--- config.mk ---
export PLATFORM = sky130hd
export DESIGN_NAME = four_level_page_table_walker
export DESIGN_NICKNAME = d
export VERILOG_FILES = /design/src/design/pgw_pkg.sv /design/src/design/pgw_step.sv /design/src/design/four_level_page_table_walker.sv
export SDC_FILE = /design/constraint.sdc
export NUM_CORES = 1
export LEC_CHECK = 0
export BUFFER_PORTS_ARGS = -buffer_cell sky130_fd_sc_hd__buf_4
export CORE_MARGIN = 2
export CORE_UTILIZATION = 47
export CTS_BUF_LIST = sky130_fd_sc_hd__clkbuf_8
export CTS_CLUSTER_SIZE = 20
export DETAILED_ROUTE_END_ITERATION = 6
export GPL_ROUTABILITY_DRIVEN = 0
export PLACE_DENSITY = 0.67
export REMOVE_ABC_BUFFERS = 1
export SETUP_SLACK_MARGIN = 0.1
export SLEW_MARGIN = 10
export SYNTH_ARGS = -nofsm -noshare
export SYNTH_HDL_FRONTEND = slang
export SYNTH_SLANG_ARGS = --single-unit
--- constraint.sdc ---
create_clock -name clock -period 6.75 [get_ports clock]
set_input_delay 1.0125 -clock clock [delete_from_list [all_inputs] [get_ports clock]]
set_output_delay 1.0125 -clock clock [all_outputs]
set_load 0.02 [all_outputs]
--- src/design/pgw_pkg.sv ---
// pgw_pkg: types, codes and address helpers for the four-level page table walker
// no dependencies; imported by pgw_step and four_level_page_table_walker
`timescale 1ns / 1ps
`default_nettype none

package pgw_pkg;

   // widths of the translation fields
   localparam int unsigned ADDR_W      = 52;
   localparam int unsigned VA_W        = 48;
   localparam int unsigned ENTRY_W     = 64;
   localparam int unsigned ROOT_W      = 64;
   localparam int unsigned LEVEL_W     = 2;
   localparam int unsigned CODE_W      = 2;

   // stream packing
   localparam int unsigned REQ_TDATA_W = 184;
   localparam int unsigned RSP_TDATA_W = 56;

   // entry bit positions
   localparam int unsigned PRESENT_BIT = 0;
   localparam int unsigned LARGE_BIT   = 7;
   localparam int unsigned BASE_LO     = 12;
   localparam int unsigned GIG_LO      = 30;
   localparam int unsigned MEG2_LO     = 21;

   // walk levels, from the top table to the leaf table
   localparam logic [LEVEL_W-1:0] LEVEL_TOP  = 2'd0;
   localparam logic [LEVEL_W-1:0] LEVEL_GIG  = 2'd1;
   localparam logic [LEVEL_W-1:0] LEVEL_MEG2 = 2'd2;
   localparam logic [LEVEL_W-1:0] LEVEL_LEAF = 2'd3;

   // request operation codes
   typedef enum logic [CODE_W-1:0] {
      OP_NEW   = 2'd0,
      OP_ENTRY = 2'd1,
      OP_ERROR = 2'd2
   } op_type;

   // result kinds
   typedef enum logic [CODE_W-1:0] {
      KIND_READ  = 2'd0,
      KIND_DONE  = 2'd1,
      KIND_FAULT = 2'd2
   } kind_type;

   // fault causes
   typedef enum logic [CODE_W-1:0] {
      CAUSE_NONE        = 2'd0,
      CAUSE_NOT_PRESENT = 2'd1,
      CAUSE_READ_ERROR  = 2'd2
   } cause_type;

   // one request as held in the input register
   typedef struct packed {
      logic [CODE_W-1:0]  op;
      logic [ROOT_W-1:0]  root_table;
      logic [VA_W-1:0]    virt_addr;
      logic               leaf_entry_mode;
      logic [ENTRY_W-1:0] entry_data;
   } item_type;

   // one result
   typedef struct packed {
      kind_type            kind;
      logic [ADDR_W-1:0]   address;
      cause_type           fault_cause;
      logic [LEVEL_W-1:0]  walk_level;
   } result_type;

   // walk context kept between requests
   typedef struct packed {
      logic               busy;
      logic [LEVEL_W-1:0] level;
      logic [VA_W-1:0]    held_virt;
      logic               held_mode;
      logic [ADDR_W-1:0]  table_base;
   } walk_state_type;

   // nine-bit table index of a virtual address at a level
   function automatic logic [8:0] slice_index(input logic [VA_W-1:0] va,
                                              input logic [LEVEL_W-1:0] lv);
      logic [8:0] idx;
      unique case (lv)
         LEVEL_TOP:  idx = va[47:39];
         LEVEL_GIG:  idx = va[38:30];
         LEVEL_MEG2: idx = va[29:21];
         default:    idx = va[20:12];
      endcase
      return idx;
   endfunction

   // physical address of the entry for a level within a table
   function automatic logic [ADDR_W-1:0] entry_addr(input logic [ADDR_W-1:0] base,
                                                    input logic [VA_W-1:0] va,
                                                    input logic [LEVEL_W-1:0] lv);
      logic [ADDR_W-1:0] offs;
      offs = {{(ADDR_W-12){1'b0}}, slice_index(va, lv), 3'b000};
      return base + offs;
   endfunction

endpackage : pgw_pkg

`default_nettype wire

--- src/design/pgw_step.sv ---
// pgw_step: one walk step, combinational: next walk context and optional result
// depends on pgw_pkg
`timescale 1ns / 1ps
`default_nettype none

module pgw_step (
   input  pgw_pkg::walk_state_type state,
   input  pgw_pkg::item_type       item,
   output pgw_pkg::walk_state_type state_next,
   output logic                    res_valid,
   output pgw_pkg::result_type     res
);
   import pgw_pkg::*;

   logic [ADDR_W-1:0] here_addr;
   logic [ADDR_W-1:0] next_base;
   logic [ADDR_W-1:0] root_base;
   logic [ADDR_W-1:0] page_addr;
   logic              present;
   logic              large_page;

   // addresses and entry flags used by the arms below
   assign here_addr  = entry_addr(state.table_base, state.held_virt, state.level);
   assign next_base  = {item.entry_data[ADDR_W-1:BASE_LO], {BASE_LO{1'b0}}};
   assign root_base  = {item.root_table[ADDR_W-1:BASE_LO], {BASE_LO{1'b0}}};
   assign present    = item.entry_data[PRESENT_BIT];
   assign large_page = item.entry_data[LARGE_BIT]
                       && (state.level == LEVEL_GIG || state.level == LEVEL_MEG2);

   // translated address of a large page; offsets fill the masked-off low bits
   always_comb begin
      if (state.level == LEVEL_GIG) begin
         page_addr = {item.entry_data[ADDR_W-1:GIG_LO], state.held_virt[GIG_LO-1:0]};
      end else begin
         page_addr = {item.entry_data[ADDR_W-1:MEG2_LO], state.held_virt[MEG2_LO-1:0]};
      end
   end

   // step decode
   always_comb begin
      state_next      = state;
      res_valid       = 1'b0;
      res.kind        = KIND_READ;
      res.address     = '0;
      res.fault_cause = CAUSE_NONE;
      res.walk_level  = state.level;
      unique case (item.op)
         OP_NEW: begin
            // start a walk, dropping any in flight
            state_next.table_base = root_base;
            state_next.held_virt  = item.virt_addr;
            state_next.held_mode  = item.leaf_entry_mode;
            state_next.level      = LEVEL_TOP;
            state_next.busy       = 1'b1;
            res_valid             = 1'b1;
            res.address           = entry_addr(root_base, item.virt_addr, LEVEL_TOP);
            res.walk_level        = LEVEL_TOP;
         end
         OP_ERROR: begin
            if (state.busy) begin
               state_next.busy = 1'b0;
               res_valid       = 1'b1;
               res.kind        = KIND_FAULT;
               res.fault_cause = CAUSE_READ_ERROR;
            end
         end
         OP_ENTRY: begin
            if (state.busy) begin
               res_valid = 1'b1;
               if (!present) begin
                  state_next.busy = 1'b0;
                  res.kind        = KIND_FAULT;
                  res.fault_cause = CAUSE_NOT_PRESENT;
               end else if (large_page) begin
                  state_next.busy = 1'b0;
                  res.kind        = KIND_DONE;
                  res.address     = state.held_mode ? here_addr : page_addr;
               end else if (state.level == LEVEL_LEAF) begin
                  state_next.busy = 1'b0;
                  res.kind        = KIND_DONE;
                  res.address     = {next_base[ADDR_W-1:BASE_LO],
                                     state.held_virt[BASE_LO-1:0]};
               end else if (state.level == LEVEL_MEG2 && state.held_mode) begin
                  // leaf entry address of a small page, leaf table not read
                  state_next.busy = 1'b0;
                  res.kind        = KIND_DONE;
                  res.address     = entry_addr(next_base, state.held_virt, LEVEL_LEAF);
                  res.walk_level  = LEVEL_LEAF;
               end else begin
                  state_next.table_base = next_base;
                  state_next.level      = state.level + 2'd1;
                  res.address           = entry_addr(next_base, state.held_virt,
                                                     state.level + 2'd1);
                  res.walk_level        = state.level + 2'd1;
               end
            end
         end
         default: begin
            // unused code: no effect
         end
      endcase
   end

endmodule : pgw_step

`default_nettype wire

--- src/design/four_level_page_table_walker.sv ---
// four_level_page_table_walker: top level, input register, walk context, result register
// depends on pgw_pkg and pgw_step
//
// channel | dir | handshake              | payload
// req     | in  | req_tvalid/req_tready  | tuser op, tdata root/virt/mode/entry
// rsp     | out | rsp_tvalid/rsp_tready  | tuser kind, tdata address/cause/level
//
// one request accepted per cycle unless a stalled result holds the input register
// the input register feeds pgw_step, whose result is loaded into the output register
// reset clears the walk context and both valid flags; the walker starts idle
// a stalled result holds the output register and the input register waits behind it
`timescale 1ns / 1ps
`default_nettype none

module four_level_page_table_walker (
   input  wire                              clock,
   input  wire                              reset,
   input  wire                              req_tvalid,
   output logic                             req_tready,
   // root_table[63:0], virt_addr[111:64], leaf_entry_mode[112], entry_data[176:113], zeros
   input  wire  [pgw_pkg::REQ_TDATA_W-1:0]  req_tdata,
   // op[1:0]
   input  wire  [pgw_pkg::CODE_W-1:0]       req_tuser,
   output logic                             rsp_tvalid,
   input  wire                              rsp_tready,
   // address[51:0], fault_cause[53:52], walk_level[55:54]
   output logic [pgw_pkg::RSP_TDATA_W-1:0]  rsp_tdata,
   // kind[1:0]
   output logic [pgw_pkg::CODE_W-1:0]       rsp_tuser
);
   import pgw_pkg::*;

   logic           in_valid_ff, in_valid_in;
   item_type       in_item_ff, in_item_in;
   walk_state_type state_ff, state_in;
   logic           out_valid_ff, out_valid_in;
   result_type     out_res_ff, out_res_in;

   walk_state_type step_state;
   logic           step_valid;
   result_type     step_res;
   logic           out_free;
   logic           in_fire;
   logic           step_fire;

   // handshake
   assign out_free   = !out_valid_ff || rsp_tready;
   assign step_fire  = in_valid_ff && out_free;
   assign req_tready = !in_valid_ff || out_free;
   assign in_fire    = req_tvalid && req_tready;

   // unpack request
   always_comb begin
      in_item_in.op              = req_tuser;
      in_item_in.root_table      = req_tdata[63:0];
      in_item_in.virt_addr       = req_tdata[111:64];
      in_item_in.leaf_entry_mode = req_tdata[112];
      in_item_in.entry_data      = req_tdata[176:113];
   end

   pgw_step u_step (
      .state      (state_ff),
      .item       (in_item_ff),
      .state_next (step_state),
      .res_valid  (step_valid),
      .res        (step_res)
   );

   // next values
   always_comb begin
      in_valid_in  = in_fire ? 1'b1 : (step_fire ? 1'b0 : in_valid_ff);
      state_in     = step_fire ? step_state : state_ff;
      out_valid_in = step_fire ? step_valid : (out_free ? 1'b0 : out_valid_ff);
      out_res_in   = (step_fire && step_valid) ? step_res : out_res_ff;
   end

   // control registers
   always_ff @(posedge clock) begin
      if (reset) begin
         in_valid_ff  <= 1'b0;
         out_valid_ff <= 1'b0;
         state_ff     <= '0;
      end else begin
         in_valid_ff  <= in_valid_in;
         out_valid_ff <= out_valid_in;
         state_ff     <= state_in;
      end
   end

   // payload registers
   always_ff @(posedge clock) begin
      if (in_fire) begin
         in_item_ff <= in_item_in;
      end
      out_res_ff <= out_res_in;
   end

   // pack result
   assign rsp_tvalid = out_valid_ff;
   assign rsp_tuser  = out_res_ff.kind;
   assign rsp_tdata  = {out_res_ff.walk_level, out_res_ff.fault_cause, out_res_ff.address};

   // a fault carries a cause and no address
   a_fault_form: assert property (@(posedge clock) disable iff (reset)
      (rsp_tvalid && rsp_tuser == KIND_FAULT) |->
         (rsp_tdata[ADDR_W-1:0] == '0 && rsp_tdata[ADDR_W+1:ADDR_W] != CAUSE_NONE))
      else $error("fault result with address or without cause");

   // reads and completions carry no cause
   a_no_cause: assert property (@(posedge clock) disable iff (reset)
      (rsp_tvalid && rsp_tuser != KIND_FAULT) |->
         rsp_tdata[ADDR_W+1:ADDR_W] == CAUSE_NONE)
      else $error("cause set on non-fault result");

   // a finished walk leaves the walker idle
   a_end_idle: assert property (@(posedge clock) disable iff (reset)
      (step_fire && step_valid && step_res.kind != KIND_READ) |=> !state_ff.busy)
      else $error("walker busy after walk ended");

   // a read request keeps the walker busy
   a_read_busy: assert property (@(posedge clock) disable iff (reset)
      (step_fire && step_valid && step_res.kind == KIND_READ) |=> state_ff.busy)
      else $error("walker idle after read request");

   // entries and errors while idle give nothing
   a_idle_quiet: assert property (@(posedge clock) disable iff (reset)
      (step_fire && !state_ff.busy && in_item_ff.op != OP_NEW) |-> !step_valid)
      else $error("result produced while idle");

endmodule : four_level_page_table_walker

`default_nettype wire
* After elaboration in Yosys (flattened, before gate mapping) *
Cells that the tools add are included.

storage, ports and cells
  word-level logic and storage cells = 111
  output and inout bits = 60
  memories kept = 0
  memory bits (read-only) = 0
  memory bits (writable) = 0
  register bits after elaboration = 319
  latch bits = 0
  input bits = 190

operators by class
  magnitude comparators = 0
  bitwise gates (word level) = 0
  add/subtract/negate cells = 5
  multiplexer cells = 57
  equality and inequality tests = 12
  multiply operators = 0
  shifts and indexed selects = 0
  div/mod/pow operators = 0
  reduce and logical (&&, ||, !) cells = 21

operators with widths
  operator                                       number
  two-way mux 52 bit                             8
  adder 52 x 12 -> 52 bit                        4
  case mux 52 bit (2 select lines)               2
  two-way mux 9 bit                              13
  two-way mux 58 bit                             1
  two-way mux 54 bit                             1
  case mux 9 bit (3 select lines)                2
  two-way mux 53 bit                             1
  two-way mux 30 bit                             1
  two-way mux 2 bit                              10
  case mux 2 bit (2 select lines)                4
  two-way mux 1 bit                              11
  inequality test 2 bit, second input constant   5
  == test 2 bit, second input constant           4
  AND reduction 7 bit                            1
  == test 2 x 1 -> 1 bit, second input constant  3
  zero test 2 bit                                3
  nonzero test 2 bit                             3
  logical AND 1 bit                              5
  AND reduction 2 bit                            2
  logical OR 1 bit                               3
  two-way mux 3 bit                              1
  case mux 1 bit (3 select lines)                1
  nonzero test 3 bit                             1
  other kinds (4)                                5

* Longest topological paths before layout *
Gate-level depths: netlist (run 1).

  word-level depth = 16
  depth in mapped cells = 9
  mapped depth without buffers = 6

* By module *
Synthesis (run 1) repeated with hierarchy kept, for this count alone.

second synthesis, totals
  cell total of the unflattened synthesis = 1432
  area total of the unflattened synthesis = 16555.9 um2

modules (own cells, without submodules)
  module                        cells each  area each (um2)  instances  sequential area each (um2)
  four_level_page_table_walker  700         11898.9          1          9238.9
  pgw_step                      732         4657.0           1          0.0

* Worst setup path after synthesis (run 1) *
No wires, ideal clock.

  path type = input -> register
  start = input port rsp_tready
  end = register out_res_ff, in the netlist rsp_tdata[0] (enable)
  setup time = 0.548 ns
  stages = 3
  path slack = 0.953 ns
  data required time = 6.202 ns
  path buffers = 0
  arrival = 5.249 ns
  cell sequence = nand2b_1 > nand2_1 > nor3_1

between the ends
  longest elaborated chain between the ends = 3

ends and longest elaborated chain
  item                    line                                RTL
  start: declaration      four_level_page_table_walker.sv:25  input wire rsp_tready,
  logical OR 1 bit        four_level_page_table_walker.sv:47  assign out_free = !out_valid_ff || rsp_tready;
  logical AND 1 bit       four_level_page_table_walker.sv:48  assign step_fire = in_valid_ff && out_free;
  logical AND 1 bit       four_level_page_table_walker.sv:74  out_res_in = (step_fire && step_valid) ? step_res : out_res_ff;
  end signal: assignment  four_level_page_table_walker.sv:95  out_res_ff <= out_res_in;
  end: declaration        four_level_page_table_walker.sv:37  result_type out_res_ff, out_res_in;

No other way between the ends.
A chain may end at the register's enable or synchronous reset.

* Worst setup path in the final report (run 1) *
  start = register in_item_ff[178] (netlist bit)
  end = register state_ff[23] (netlist bit)

between the ends
  longest elaborated chain between the ends = 3
  elaborated cells on any way between the ends = 10

ends and longest elaborated chain
  item                                                                   line                                RTL
  start: declaration                                                     four_level_page_table_walker.sv:34  item_type in_item_ff, in_item_in;
  start signal: assignment                                               four_level_page_table_walker.sv:93  in_item_ff <= in_item_in;
  == test 2 x 1 -> 1 bit or zero test 2 bit (tied branches)              pgw_step.sv:47                      unique case (item.op)
  inequality test 2 bit (no line) or nonzero test 2 bit (tied branches)  n/a
  AND reduction 7 bit (no line)                                          n/a
  end signal: assignment                                                 four_level_page_table_walker.sv:86  state_ff <= state_in;
  end: declaration                                                       four_level_page_table_walker.sv:35  walk_state_type state_ff, state_in;

Several ways; a longest one is shown, not always the timed one.

==> flow_metrics.env, run 1 <==
export IMPL_run_status="complete, no violations"
export IMPL_rows=57
export IMPL_clock_sinks=285
export IMPL_layout_nets=1351
export IMPL_drt_first_pass_iters=5
export IMPL_synthAdderAreaFrac_pct=1.29
export IMPL_detailroute_via_count=8473
export IMPL_postSynth_asyncResetShare_pct=0
export IMPL_synth_top_area_share_pct=49.3
export IMPL_slowest_delay_ns=0.85
export IMPL_relSlewSlack_pct=20.1
export IMPL_post_cts_repair_setup_buffers=0
export IMPL_place_hpwl_mm=16.8
export IMPL_horizontal_die_dimension_um=161
export IMPL_grt_first_pass_wirelength_mm=45.8
export IMPL_period_share_pct=48.8
export IMPL_tritoncts="yes"
export IMPL_clock_tree_buffer_depth=3
export IMPL_track_usage_pct=22.5
export IMPL_path_clk_slew_ns=0.06
export IMPL_io_buf_count=196
export IMPL_power_per_cell_area_mw_per_mm2=264
export IMPL_cell_types_occupying_the_most_area_after_synthesis="edfxtp_1, dfxtp_1, mux2i_1"
export IMPL_mappedNetlistArea_mm2=0.0116
export IMPL_cts_resized_gates=0
export IMPL_ys_dominant_reg_cell="edfxtp_1"
export IMPL_grt_max_degree=86
export IMPL_tns_ns=0
export IMPL_drcViolationCount=0
export IMPL_htreeDepth=2
export IMPL_synth_edf_count=191
export IMPL_ys_seq_elements=285
export IMPL_worst_ep_arrival_time_ns=3.67
export IMPL_timing_max_transition_violations_final=0
export IMPL_timing_fmax_mhz=303
export IMPL_shortest_clock_period_the_worst_path_allows_after_layout_ns=3.30
export IMPL_grt_remaining_overflow=0
export IMPL_drive_above_1_share_pct=24.7
export IMPL_design_portCount=250
export IMPL_initialDrtViolationCount=720
export IMPL_endpoint_kind="flop"
export IMPL_static_leakage_power_uw=0.00526
export IMPL_flow_area_growth_from_synthesis_pct=22.9
export IMPL_whs_ns=0.453
export IMPL_synth_top_area_cell="edfxtp_1"
export IMPL_cts_root_buf="clkbuf_8"
export IMPL_post_synth_xor_area_fraction_pct=0
export IMPL_path_cells="inv_1, ha_4, nand3_2, buf_4, o21ai_4, and2_2, a211oi_1"
export IMPL_synth_yosys_warnings=0
export IMPL_timing_max_cap_violations=0
export IMPL_floorplan_die_area_mm2=0.0260
export IMPL_grt_setup_unrepaired="no"
export IMPL_final_fill_count=2015
export IMPL_setup_reg_to_reg_worst_slack_ns=3.45
export IMPL_setup_viol=0
export IMPL_post_drt_wl_per_cell_um=19.2
export IMPL_drt_total_wl_mm=29.1
export IMPL_hold_path_class="flop to flop"
export IMPL_core_area_mm2=0.0243
export IMPL_die_h_um=161
export IMPL_worstSkewPairLatency_ns=0.56
export IMPL_synthDistinctLibCells=37
export IMPL_synth_compound_area_share_pct=15.4
export IMPL_post_synthesis_sequential_area_ratio_pct=65.5
export IMPL_route_antenna_remaining_nets=0
export IMPL_grt_antenna_before_repair=1
export IMPL_main_combinational_cell_family_by_area_after_synthesis="compound AO/OA/AOI/OAI gates"
export IMPL_timing_worst_setup_path_type="flop to flop"
export IMPL_worstPathMaxFanout=53
export IMPL_hold_violations=0
export IMPL_timing_clock_skew_ns=0.0215
export IMPL_yosys_mux_area_fraction_pct=6.19
export IMPL_initial_utilization_pct=47.8
export IMPL_synth_simple_gate_area_share_pct=8.13
export IMPL_worst_path_max_delay_cell="and2_2"
export IMPL_cts_hold_buffers_added=0
export IMPL_synthesis_instances=971
export IMPL_synth_avg_cell_area_um2=12.0
export IMPL_avgViaCountPerCell=5.61
export IMPL_cts_buffers=47
export IMPL_first_global_vias=8398
export IMPL_max_slew_worst_pin_slew_ns=1.20
export IMPL_start_kind="flop"
export IMPL_worst_ir_drop_on_vdd_mv=0.163
export IMPL_critPathRequiredTime_ns=7.13
[where the power goes]
part	total [µW]	leakage, µW	internal (µW)	switching [µW]
Clock	1570	0.000573	901	672
Sequential	1980	0.00257	1940	36.3
Combinational	232	0.00212	106	126
Total	3780	0.00526	2950	835
[worst paths after layout]
kind,start,to,cells past startpoint
min,state_ff[54]$_SDFFE_PP0P_,state_ff[54]$_SDFFE_PP0P_,2
max,in_item_ff[178]$_DFFE_PP_,state_ff[23]$_SDFFE_PP0P_,7
max reg2reg,in_item_ff[178]$_DFFE_PP_,state_ff[23]$_SDFFE_PP0P_,7
min reg2reg,state_ff[54]$_SDFFE_PP0P_,state_ff[54]$_SDFFE_PP0P_,2
[cell usage after synthesis (6+ instances only)]
master,number
edfxtp_1,191
nand2_1,153
a21oi_1,119
dfxtp_1,94
mux2i_1,72
clkbuf_1,54
o21ai_0,52
a211oi_1,37
nor2_1,31
a221oi_1,18
a222oi_1,18
inv_1,14
ha_1,12
buf_2,11
nand2b_1,11
a211o_1,9
a31oi_1,9
o221ai_1,9
or3_1,9
buf_4,8
and2_1,7
buf_1,6
nand3_1,6
[sequential cells by signal, summed over array words and instances, names as in the netlist]
signal and count:
state_ff 92, rsp_tdata 56, in_valid_ff 1, in_item_ff 133, rsp_tvalid 1, rsp_tuser 2
[area by class of cell]
class / instances / area, µm² / share of cell area, %
diodes: 1 / 2.50 / 0.0175
multi-input cells: 592 / 3650 / 25.5
repair buffers: 209 / 1570 / 11.0
inverters: 14 / 52.6 / 0.367
flip-flops and latches: 285 / 7620 / 53.3
clock inverters: 27 / 191 / 1.34
clock buffers: 59 / 812 / 5.68
well taps: 324 / 405 / 2.83
[kinds of logic (layout without fill, tap and decap cells)]
logic type,after synthesis,count (layout)
AO/OA/AOI/OAI,282,282
adder cells (fa/ha/maj),12,12
buffers and inverters,94,309
flip-flops,285,285
multiplexers,72,72
other,0,1
AND/OR/NAND/NOR,226,226
[worst max-delay path, delay by kind of cell (launching register included)]
kind                       cells  cell delay [ns]
AOI/OAI and AO/OA              2             0.41
adders and majority gates      1             0.77
buffers and inverters          2             0.52
DFF                            1             0.43
and+or+nand+nor                2             0.97
[per-layer routing]
layer  wire length (µm)  vias to the layer above  track usage [%]
li1                   -                     3974                -
met1              12500                     4108             30.7
met2              14000                      340             37.3
met3               2000                       51             4.11
met4                559                        0             5.72
met5                  0                        -                0
[placed cells by master, fill, tap and decap left out, types with 11 or more instances in the layout]
cell / netlist / routed
mux2i_1: 72 / 72
inv_1: 14 / 29
a222oi_1: 18 / 18
o21ai_0: 52 / 52
edfxtp_1: 191 / 191
nand2b_1: 11 / 11
a211oi_1: 37 / 37
clkbuf_8: 0 / 59
nand2_1: 153 / 153
a21oi_1: 119 / 119
a221oi_1: 18 / 18
dfxtp_1: 94 / 94
nor2_1: 31 / 31
buf_4: 8 / 209
[metrics by stage]
stage | total power (µW) | util [%] | instances | setup slack (ns) | cell area, µm²
after detailed placement | 2240 | 54.7 | 1424 | 3.40 | 13300
final | 3780 | 58.8 | 1511 | 3.45 | 14300
after CTS | 3810 | 58.8 | 1510 | 3.43 | 14300
after floorplan | 2110 | - | 891 | 0.493 | 11300
after global routing | 3920 | 58.8 | 1510 | 3.20 | 14300
after global placement | 2240 | 54.7 | 1424 | 3.45 | 13300
Note: power is estimated with default switching activity, not from simulation.
==> run 2: changes to the inputs <==
ABC_AREA = 1   (was default)
clock period = 3.4 ns   (was 6.75 ns; I/O delays follow)
==> run 2 against run 1 <==
  * Routed wire length rose by 0.78%
  * Clock skew about the same
  * Worst setup slack lost 2.6 ns
  * Sequential power rose by 99%
  * Cell count up 15%
  * Via count rose by 7.3%
  * Total power grew 93%
  * Combinational power rose to 2.7 times the previous value
  * Critical endpoint is now rsp_tdata[27]$_DFFE_PP_
  * Largest cell class unchanged
==> flow_metrics.env, run 2 <==
export IMPL_hold_path_class="primary input to flop"
export IMPL_post_cts_repair_setup_buffers=0
export IMPL_critPathRequiredTime_ns=3.70
export IMPL_path_clk_slew_ns=0.06
export IMPL_cts_hold_buffers_added=0
export IMPL_track_usage_pct=21.7
export IMPL_critical_path_most_common_cell="nand2_1"
export IMPL_drive_above_1_share_pct=21.7
export IMPL_final_core_utilization_pct=58.2
export IMPL_io_buf_count=196
export IMPL_run_status="complete, no violations"
export IMPL_place_hpwl_mm=18.0
export IMPL_worst_ep_arrival_time_ns=2.87
export IMPL_cts_resized_gates=0
export IMPL_synth_yosys_warnings=0
export IMPL_worst_ir_drop_on_vdd_mv=0.302
export IMPL_floorplan_die_area_mm2=0.0268
export IMPL_detailroute_via_count=9092
export IMPL_timing_max_cap_violations=0
export IMPL_slowest_delay_ns=0.83
export IMPL_cell_types_occupying_the_most_area_after_synthesis="edfxtp_1, dfxtp_1, nand2_1"
export IMPL_synthesis_instances=1183
export IMPL_synth_top_area_cell="edfxtp_1"
export IMPL_yosysMostFrequentCell="nand2_1"
export IMPL_clock_sinks=285
export IMPL_timing_worst_setup_path_type="flop to flop"
export IMPL_post_synthesis_sequential_area_ratio_pct=63.5
export IMPL_tritoncts="yes"
export IMPL_htreeDepth=2
export IMPL_static_leakage_power_uw=0.00586
export IMPL_endpoint_kind="flop"
export IMPL_grt_first_pass_wirelength_mm=45.3
export IMPL_drcViolationCount=0
export IMPL_grt_max_degree=85
export IMPL_worstSkewPairLatency_ns=0.57
export IMPL_worst_path_max_delay_cell="ha_1"
export IMPL_hold_violations=0
export IMPL_initial_utilization_pct=47.8
export IMPL_worstPathMaxFanout=27
export IMPL_timing_fmax_mhz=389
export IMPL_ys_seq_elements=285
export IMPL_postLayoutCellArea_mm2=0.0146
export IMPL_cts_root_buf="clkbuf_8"
export IMPL_layout_cells_non_filler=1740
export IMPL_timing_clock_skew_ns=0.0214
export IMPL_path_cells="inv_1, ha_1, nand2_1, nand3_1, o21ai_1, nand2_1, nand2_1"
export IMPL_core_area_mm2=0.0251
export IMPL_initialDrtViolationCount=813
export IMPL_grt_antenna_before_repair=1
export IMPL_start_kind="flop"
export IMPL_ys_dominant_reg_cell="edfxtp_1"
export IMPL_power_per_cell_area_mw_per_mm2=500
export IMPL_place_worst_setup_slack_ns=0.837
export IMPL_synth_avg_cell_area_um2=10.1
export IMPL_layout_cells_most_common_list="nand2_1, buf_4, edfxtp_1"
export IMPL_setup_viol=0
export IMPL_avgViaCountPerCell=5.23
export IMPL_period_share_pct=75.6
export IMPL_max_slew_worst_pin_slew_ns=0.986
export IMPL_synth_top_area_share_pct=47.8
export IMPL_post_dp_cell_area_mm2=0.0137
export IMPL_netlist_top_cells_count="nand2_1, edfxtp_1, a21oi_1"
export IMPL_mostFrequentLayoutCell="nand2_1"
export IMPL_synth_edf_count=191
export IMPL_setup_slack_ns=0.831
export IMPL_route_antenna_remaining_nets=0
export IMPL_synthDistinctLibCells=29
export IMPL_relSlewSlack_pct=34.3
export IMPL_clock_tree_buffer_depth=3
export IMPL_postSynth_asyncResetShare_pct=0
export IMPL_shortest_clock_period_the_worst_path_allows_after_layout_ns=2.57
export IMPL_numPlacedInstances=1649
export IMPL_timing_max_transition_violations_final=0
export IMPL_number_of_flip_flops_in_the_largest_register=133
export IMPL_report_power_total_uw=7300
export IMPL_design_portCount=250
export IMPL_horizontal_die_dimension_um=164
export IMPL_cts_buffers=48
export IMPL_layout_nets=1571
export IMPL_largest_register="in_item_ff"
export IMPL_rows=58
export IMPL_flow_area_growth_from_synthesis_pct=21.8
export IMPL_grt_setup_unrepaired="no"
export IMPL_post_drt_wl_per_cell_um=16.8
export IMPL_grt_remaining_overflow=0
export IMPL_drt_total_wl_mm=29.3
export IMPL_first_global_vias=8604
export IMPL_drt_first_pass_iters=5
export IMPL_mappedNetlistArea_mm2=0.0120
export IMPL_die_h_um=164
[run 2: cell type report]
class,count,area (µm²)
Antenna cell,1,2.50
Clock buffer,50,688
Clock inverter,40,181
Fill cell,2212,10500
Inverter,75,287
Multi-Input combinational cell,742,3730
Sequential cell,285,7620
Tap cell,330,413
Timing Repair Buffer,217,1690
[run 2: power by group]
| part | internal (µW) | switching [µW] | total [µW] | leakage, µW |
|---|---|---|---|---|
| sequential | 3870 | 76.5 | 3950 | 0.00257 |
| combinational | 258 | 361 | 619 | 0.00278 |
| clock | 1380 | 1350 | 2730 | 0.000516 |
[run 2: final timing paths]
check / startpoint / to / slack [ns] / depth (start not counted)
setup / recovery: state_ff[102]$_SDFFE_PP0P_ / rsp_tdata[27]$_DFFE_PP_ / 0.83 / 7
hold reg to reg: state_ff[53]$_SDFFE_PP0P_ / state_ff[53]$_SDFFE_PP0P_ / 0.46 / 2
setup reg to reg: state_ff[102]$_SDFFE_PP0P_ / rsp_tdata[27]$_DFFE_PP_ / 0.83 / 7
hold / removal: req_tdata[107] / in_item_ff[108]$_DFFE_PP_ / 0.12 / 1
[run 2: metrics by stage]
stage	TNS (ns)	hold slack [ns]
final	0	0.119
after global placement	0	0.446
after floorplan	-111.28	0.433
after global routing	0	0.0814
after detailed placement	0	0.449
after CTS	0	0.0878
[run 2: cells by family (layout without fill, tap and decap cells)]
logic type	after synthesis	count (layout)	synth area share [%]
adder cells (fa/ha/maj)	12	12	1.25
AO/OA/AOI/OAI	307	307	13.2
other	0	1	0
multiplexers	40	40	3.34
AND/OR/NAND/NOR	383	383	13.0
buffers and inverters	156	382	5.69
flip-flops	285	285	63.5
[run 2: routing by layer]
metal  up-vias  GRT usage (%)  wire length [µm]
met5         -              0                 0
met4         0           7.74               748
met3        58           3.43              1860
met2       341           35.3             13900
met1      4233           29.8             12800
li1       4460              -                 -
[run 2: critical path, delay by kind of cell (launching register included)]
kind	cells	cell delay (ns)
buf+inv	1	0.16
fa+ha+maj	1	0.83
compound gates	1	0.09
simple gates	4	0.88
flops	1	0.36
==> run 3: changes to the inputs <==
clock period = 2.55 ns   (was 3.4 ns; I/O delays follow)
==> run 3 against run 2 <==
  * Register-to-register slack got worse by 0.59 ns
  * Flip-flop and latch count did not move
  * Via count rose by 6.4%
  * Combinational power rose by 65%
  * Utilization rose by 6.1 points
  * Largest cell class unchanged
  * Highest routed layer unchanged
  * Clock skew rose by 0.0080 ns
  * Global-route usage rose by 1.9 points
==> flow_metrics.env, run 3 (synthesized netlist as in run 2, its figures left out) <==
export IMPL_run_status="complete, no violations"
export IMPL_met3RoutedLength_mm=2.07
export IMPL_crit_cells=10
export IMPL_grt_antenna_before_repair=0
export IMPL_grt_max_degree=85
export IMPL_worst_ir_drop_on_vdd_mv=0.516
export IMPL_relSlewSlack_pct=52.4
export IMPL_route_antenna_remaining_nets=0
export IMPL_layout_nets=1711
export IMPL_max_slew_worst_pin_slew_ns=0.714
export IMPL_die_h_um=164
export IMPL_shortest_clock_period_the_worst_path_allows_after_layout_ns=2.31
export IMPL_largest_register="in_item_ff"
export IMPL_post_dp_cell_area_mm2=0.0138
export IMPL_hold_violations=0
export IMPL_critPathRequiredTime_ns=3.01
export IMPL_timing_max_cap_violations=0
export IMPL_worstSkewPairLatency_ns=0.57
export IMPL_post_cts_repair_setup_buffers=0
export IMPL_clock_tree_buffer_depth=3
export IMPL_number_of_flip_flops_in_the_largest_register=133
export IMPL_cp_top_family="buffers and inverters"
export IMPL_grt_setup_unrepaired="no"
export IMPL_track_usage_pct=23.7
export IMPL_drt_total_wl_mm=32.2
export IMPL_hold_path_class="primary input to flop"
export IMPL_horizontal_die_dimension_um=164
export IMPL_wl_met1_mm=13.4
export IMPL_timing_worst_setup_path_type="flop to flop"
export IMPL_design_portCount=250
export IMPL_post_drt_wl_per_cell_um=17.1
export IMPL_flow_area_growth_from_synthesis_pct=34.6
export IMPL_layout_cells_non_filler=1879
export IMPL_tritoncts="yes"
export IMPL_crit_end="state_ff[39]$_SDFFE_PP0P_"
export IMPL_start_kind="flop"
export IMPL_setup_reg_to_reg_worst_slack_ns=0.24
export IMPL_place_hpwl_mm=18.4
export IMPL_tns_ns=0
export IMPL_path_clk_slew_ns=0.06
export IMPL_grt_first_pass_wirelength_mm=49.2
export IMPL_floorplan_die_area_mm2=0.0268
export IMPL_endpoint_kind="flop"
export IMPL_grt_remaining_overflow=0
export IMPL_avgViaCountPerCell=5.15
export IMPL_core_area_mm2=0.0251
export IMPL_antenna_cells_inserted=0
export IMPL_path_cells="inv_1, ha_1, nand2_2, buf_8, a21oi_2, nor2_4, buf_6, nand3_1, nand2_1, nor2_1"
export IMPL_timing_clock_skew_ns=0.0295
export IMPL_cts_root_buf="clkbuf_8"
export IMPL_first_global_vias=9437
export IMPL_worstPathMaxFanout=42
export IMPL_initial_utilization_pct=47.8
export IMPL_cts_buffers=49
export IMPL_rows=58
export IMPL_worstReg2RegStart="state_ff[102]$_SDFFE_PP0P_"
export IMPL_drcViolationCount=0
export IMPL_worst_setup_path_startpoint="state_ff[102]$_SDFFE_PP0P_"
export IMPL_top_signal_layer_used="met4"
export IMPL_timing_reg2reg_worst_path_depth=10
export IMPL_timing_max_transition_violations_final=0
export IMPL_slowest_delay_ns=0.42
export IMPL_power_per_cell_area_mw_per_mm2=634
export IMPL_io_buf_count=196
export IMPL_setup_viol=0
export IMPL_initialDrtViolationCount=790
export IMPL_met2_length_mm=15.6
export IMPL_static_leakage_power_uw=0.00653
export IMPL_timing_fmax_mhz=433
export IMPL_numPlacedInstances=1654
export IMPL_mostFrequentLayoutCell="nand2_1"
export IMPL_whs_ns=0.0322
export IMPL_crit_reg2reg_capture="state_ff[39]$_SDFFE_PP0P_"
export IMPL_period_share_pct=90.5
export IMPL_holdPathStages=2
export IMPL_drive_above_1_share_pct=20.4
export IMPL_htreeDepth=2
export IMPL_layout_cells_most_common_list="nand2_1, buf_4, edfxtp_1"
export IMPL_drt_first_pass_iters=5
export IMPL_worst_ep_arrival_time_ns=2.76
export IMPL_postLayoutCellArea_mm2=0.0161
export IMPL_worst_path_buf_inv=3
export IMPL_detailroute_via_count=9678
export IMPL_clock_sinks=285
export IMPL_worst_path_max_delay_cell="dfxtp_1"
[run 3: cell count changes in the layout (fill, tap and decap cells not counted), moves of 2 or more]
cell | before | now
clkinv_2 | 12 | 3
inv_1 | 81 | 88
nand2_1 | 238 | 236
clkinvlp_4 | 1 | 4
inv_2 | 9 | 7
dlygate4sd3_1 | 0 | 133
clkinv_1 | 9 | 1
buf_12 | 5 | 7
nand2_2 | 3 | 5
clkbuf_8 | 50 | 60
[run 3: how the worst min path moves through the flow]
stage / from / end / slack, ns
after floorplan: state_ff[53]$_SDFFE_PP0P_ / state_ff[53]$_SDFFE_PP0P_ / 0.43
after global placement: state_ff[55]$_SDFFE_PP0P_ / state_ff[55]$_SDFFE_PP0P_ / 0.44
after detailed placement: state_ff[53]$_SDFFE_PP0P_ / state_ff[53]$_SDFFE_PP0P_ / 0.45
after CTS: reset / rsp_tvalid$_SDFFE_PP0P_ / 0.003
after global routing: reset / rsp_tvalid$_SDFFE_PP0P_ / 0.02
final: reset / rsp_tvalid$_SDFFE_PP0P_ / 0.03
[run 3: final cells by class]
type,instances,area (µm²)
clock inverters,31,141
inverters,75,290
fillers,1995,8970
well taps,330,413
clock buffers,60,826
multi-input cells,742,3730
repair buffers,356,3120
flip-flops and latches,285,7620
[run 3: metal layers]
| metal | vias up | GRT usage [%] |
|---|---|---|
| met1 | 4503 | 30.4 |
| met4 | 0 | 10.2 |
| met3 | 79 | 4.09 |
| li1 | 4733 | - |
| met2 | 363 | 39.6 |
| met5 | - | 0 |
[run 3: through the flow]
| step | utilization, % | setup slack [ns] | power [µW] |
|---|---|---|---|
| floorplan | - | -1.44 | 5780 |
| global route | 64.3 | 0.113 | 10700 |
| detailed placement | 55.0 | 0.0749 | 6190 |
| global placement | 55.0 | 0.151 | 6170 |
| finish | 64.3 | 0.242 | 10200 |
| CTS | 64.1 | 0.0855 | 10300 |
[run 3: what timing repair did]
action,CTS,global route
resized for setup,0,8
cloned,0,1
pin swaps,0,0
hold buffers,132,1
endpoints found under the setup margin,1,56
hold endpoints to repair,132,1
[run 3: where the power goes]
part	internal [µW]	switching [µW]	total (µW)
Sequential	5160	105	5270
Combinational	489	535	1020
Clock	2130	1820	3950
Total	7780	2460	10200
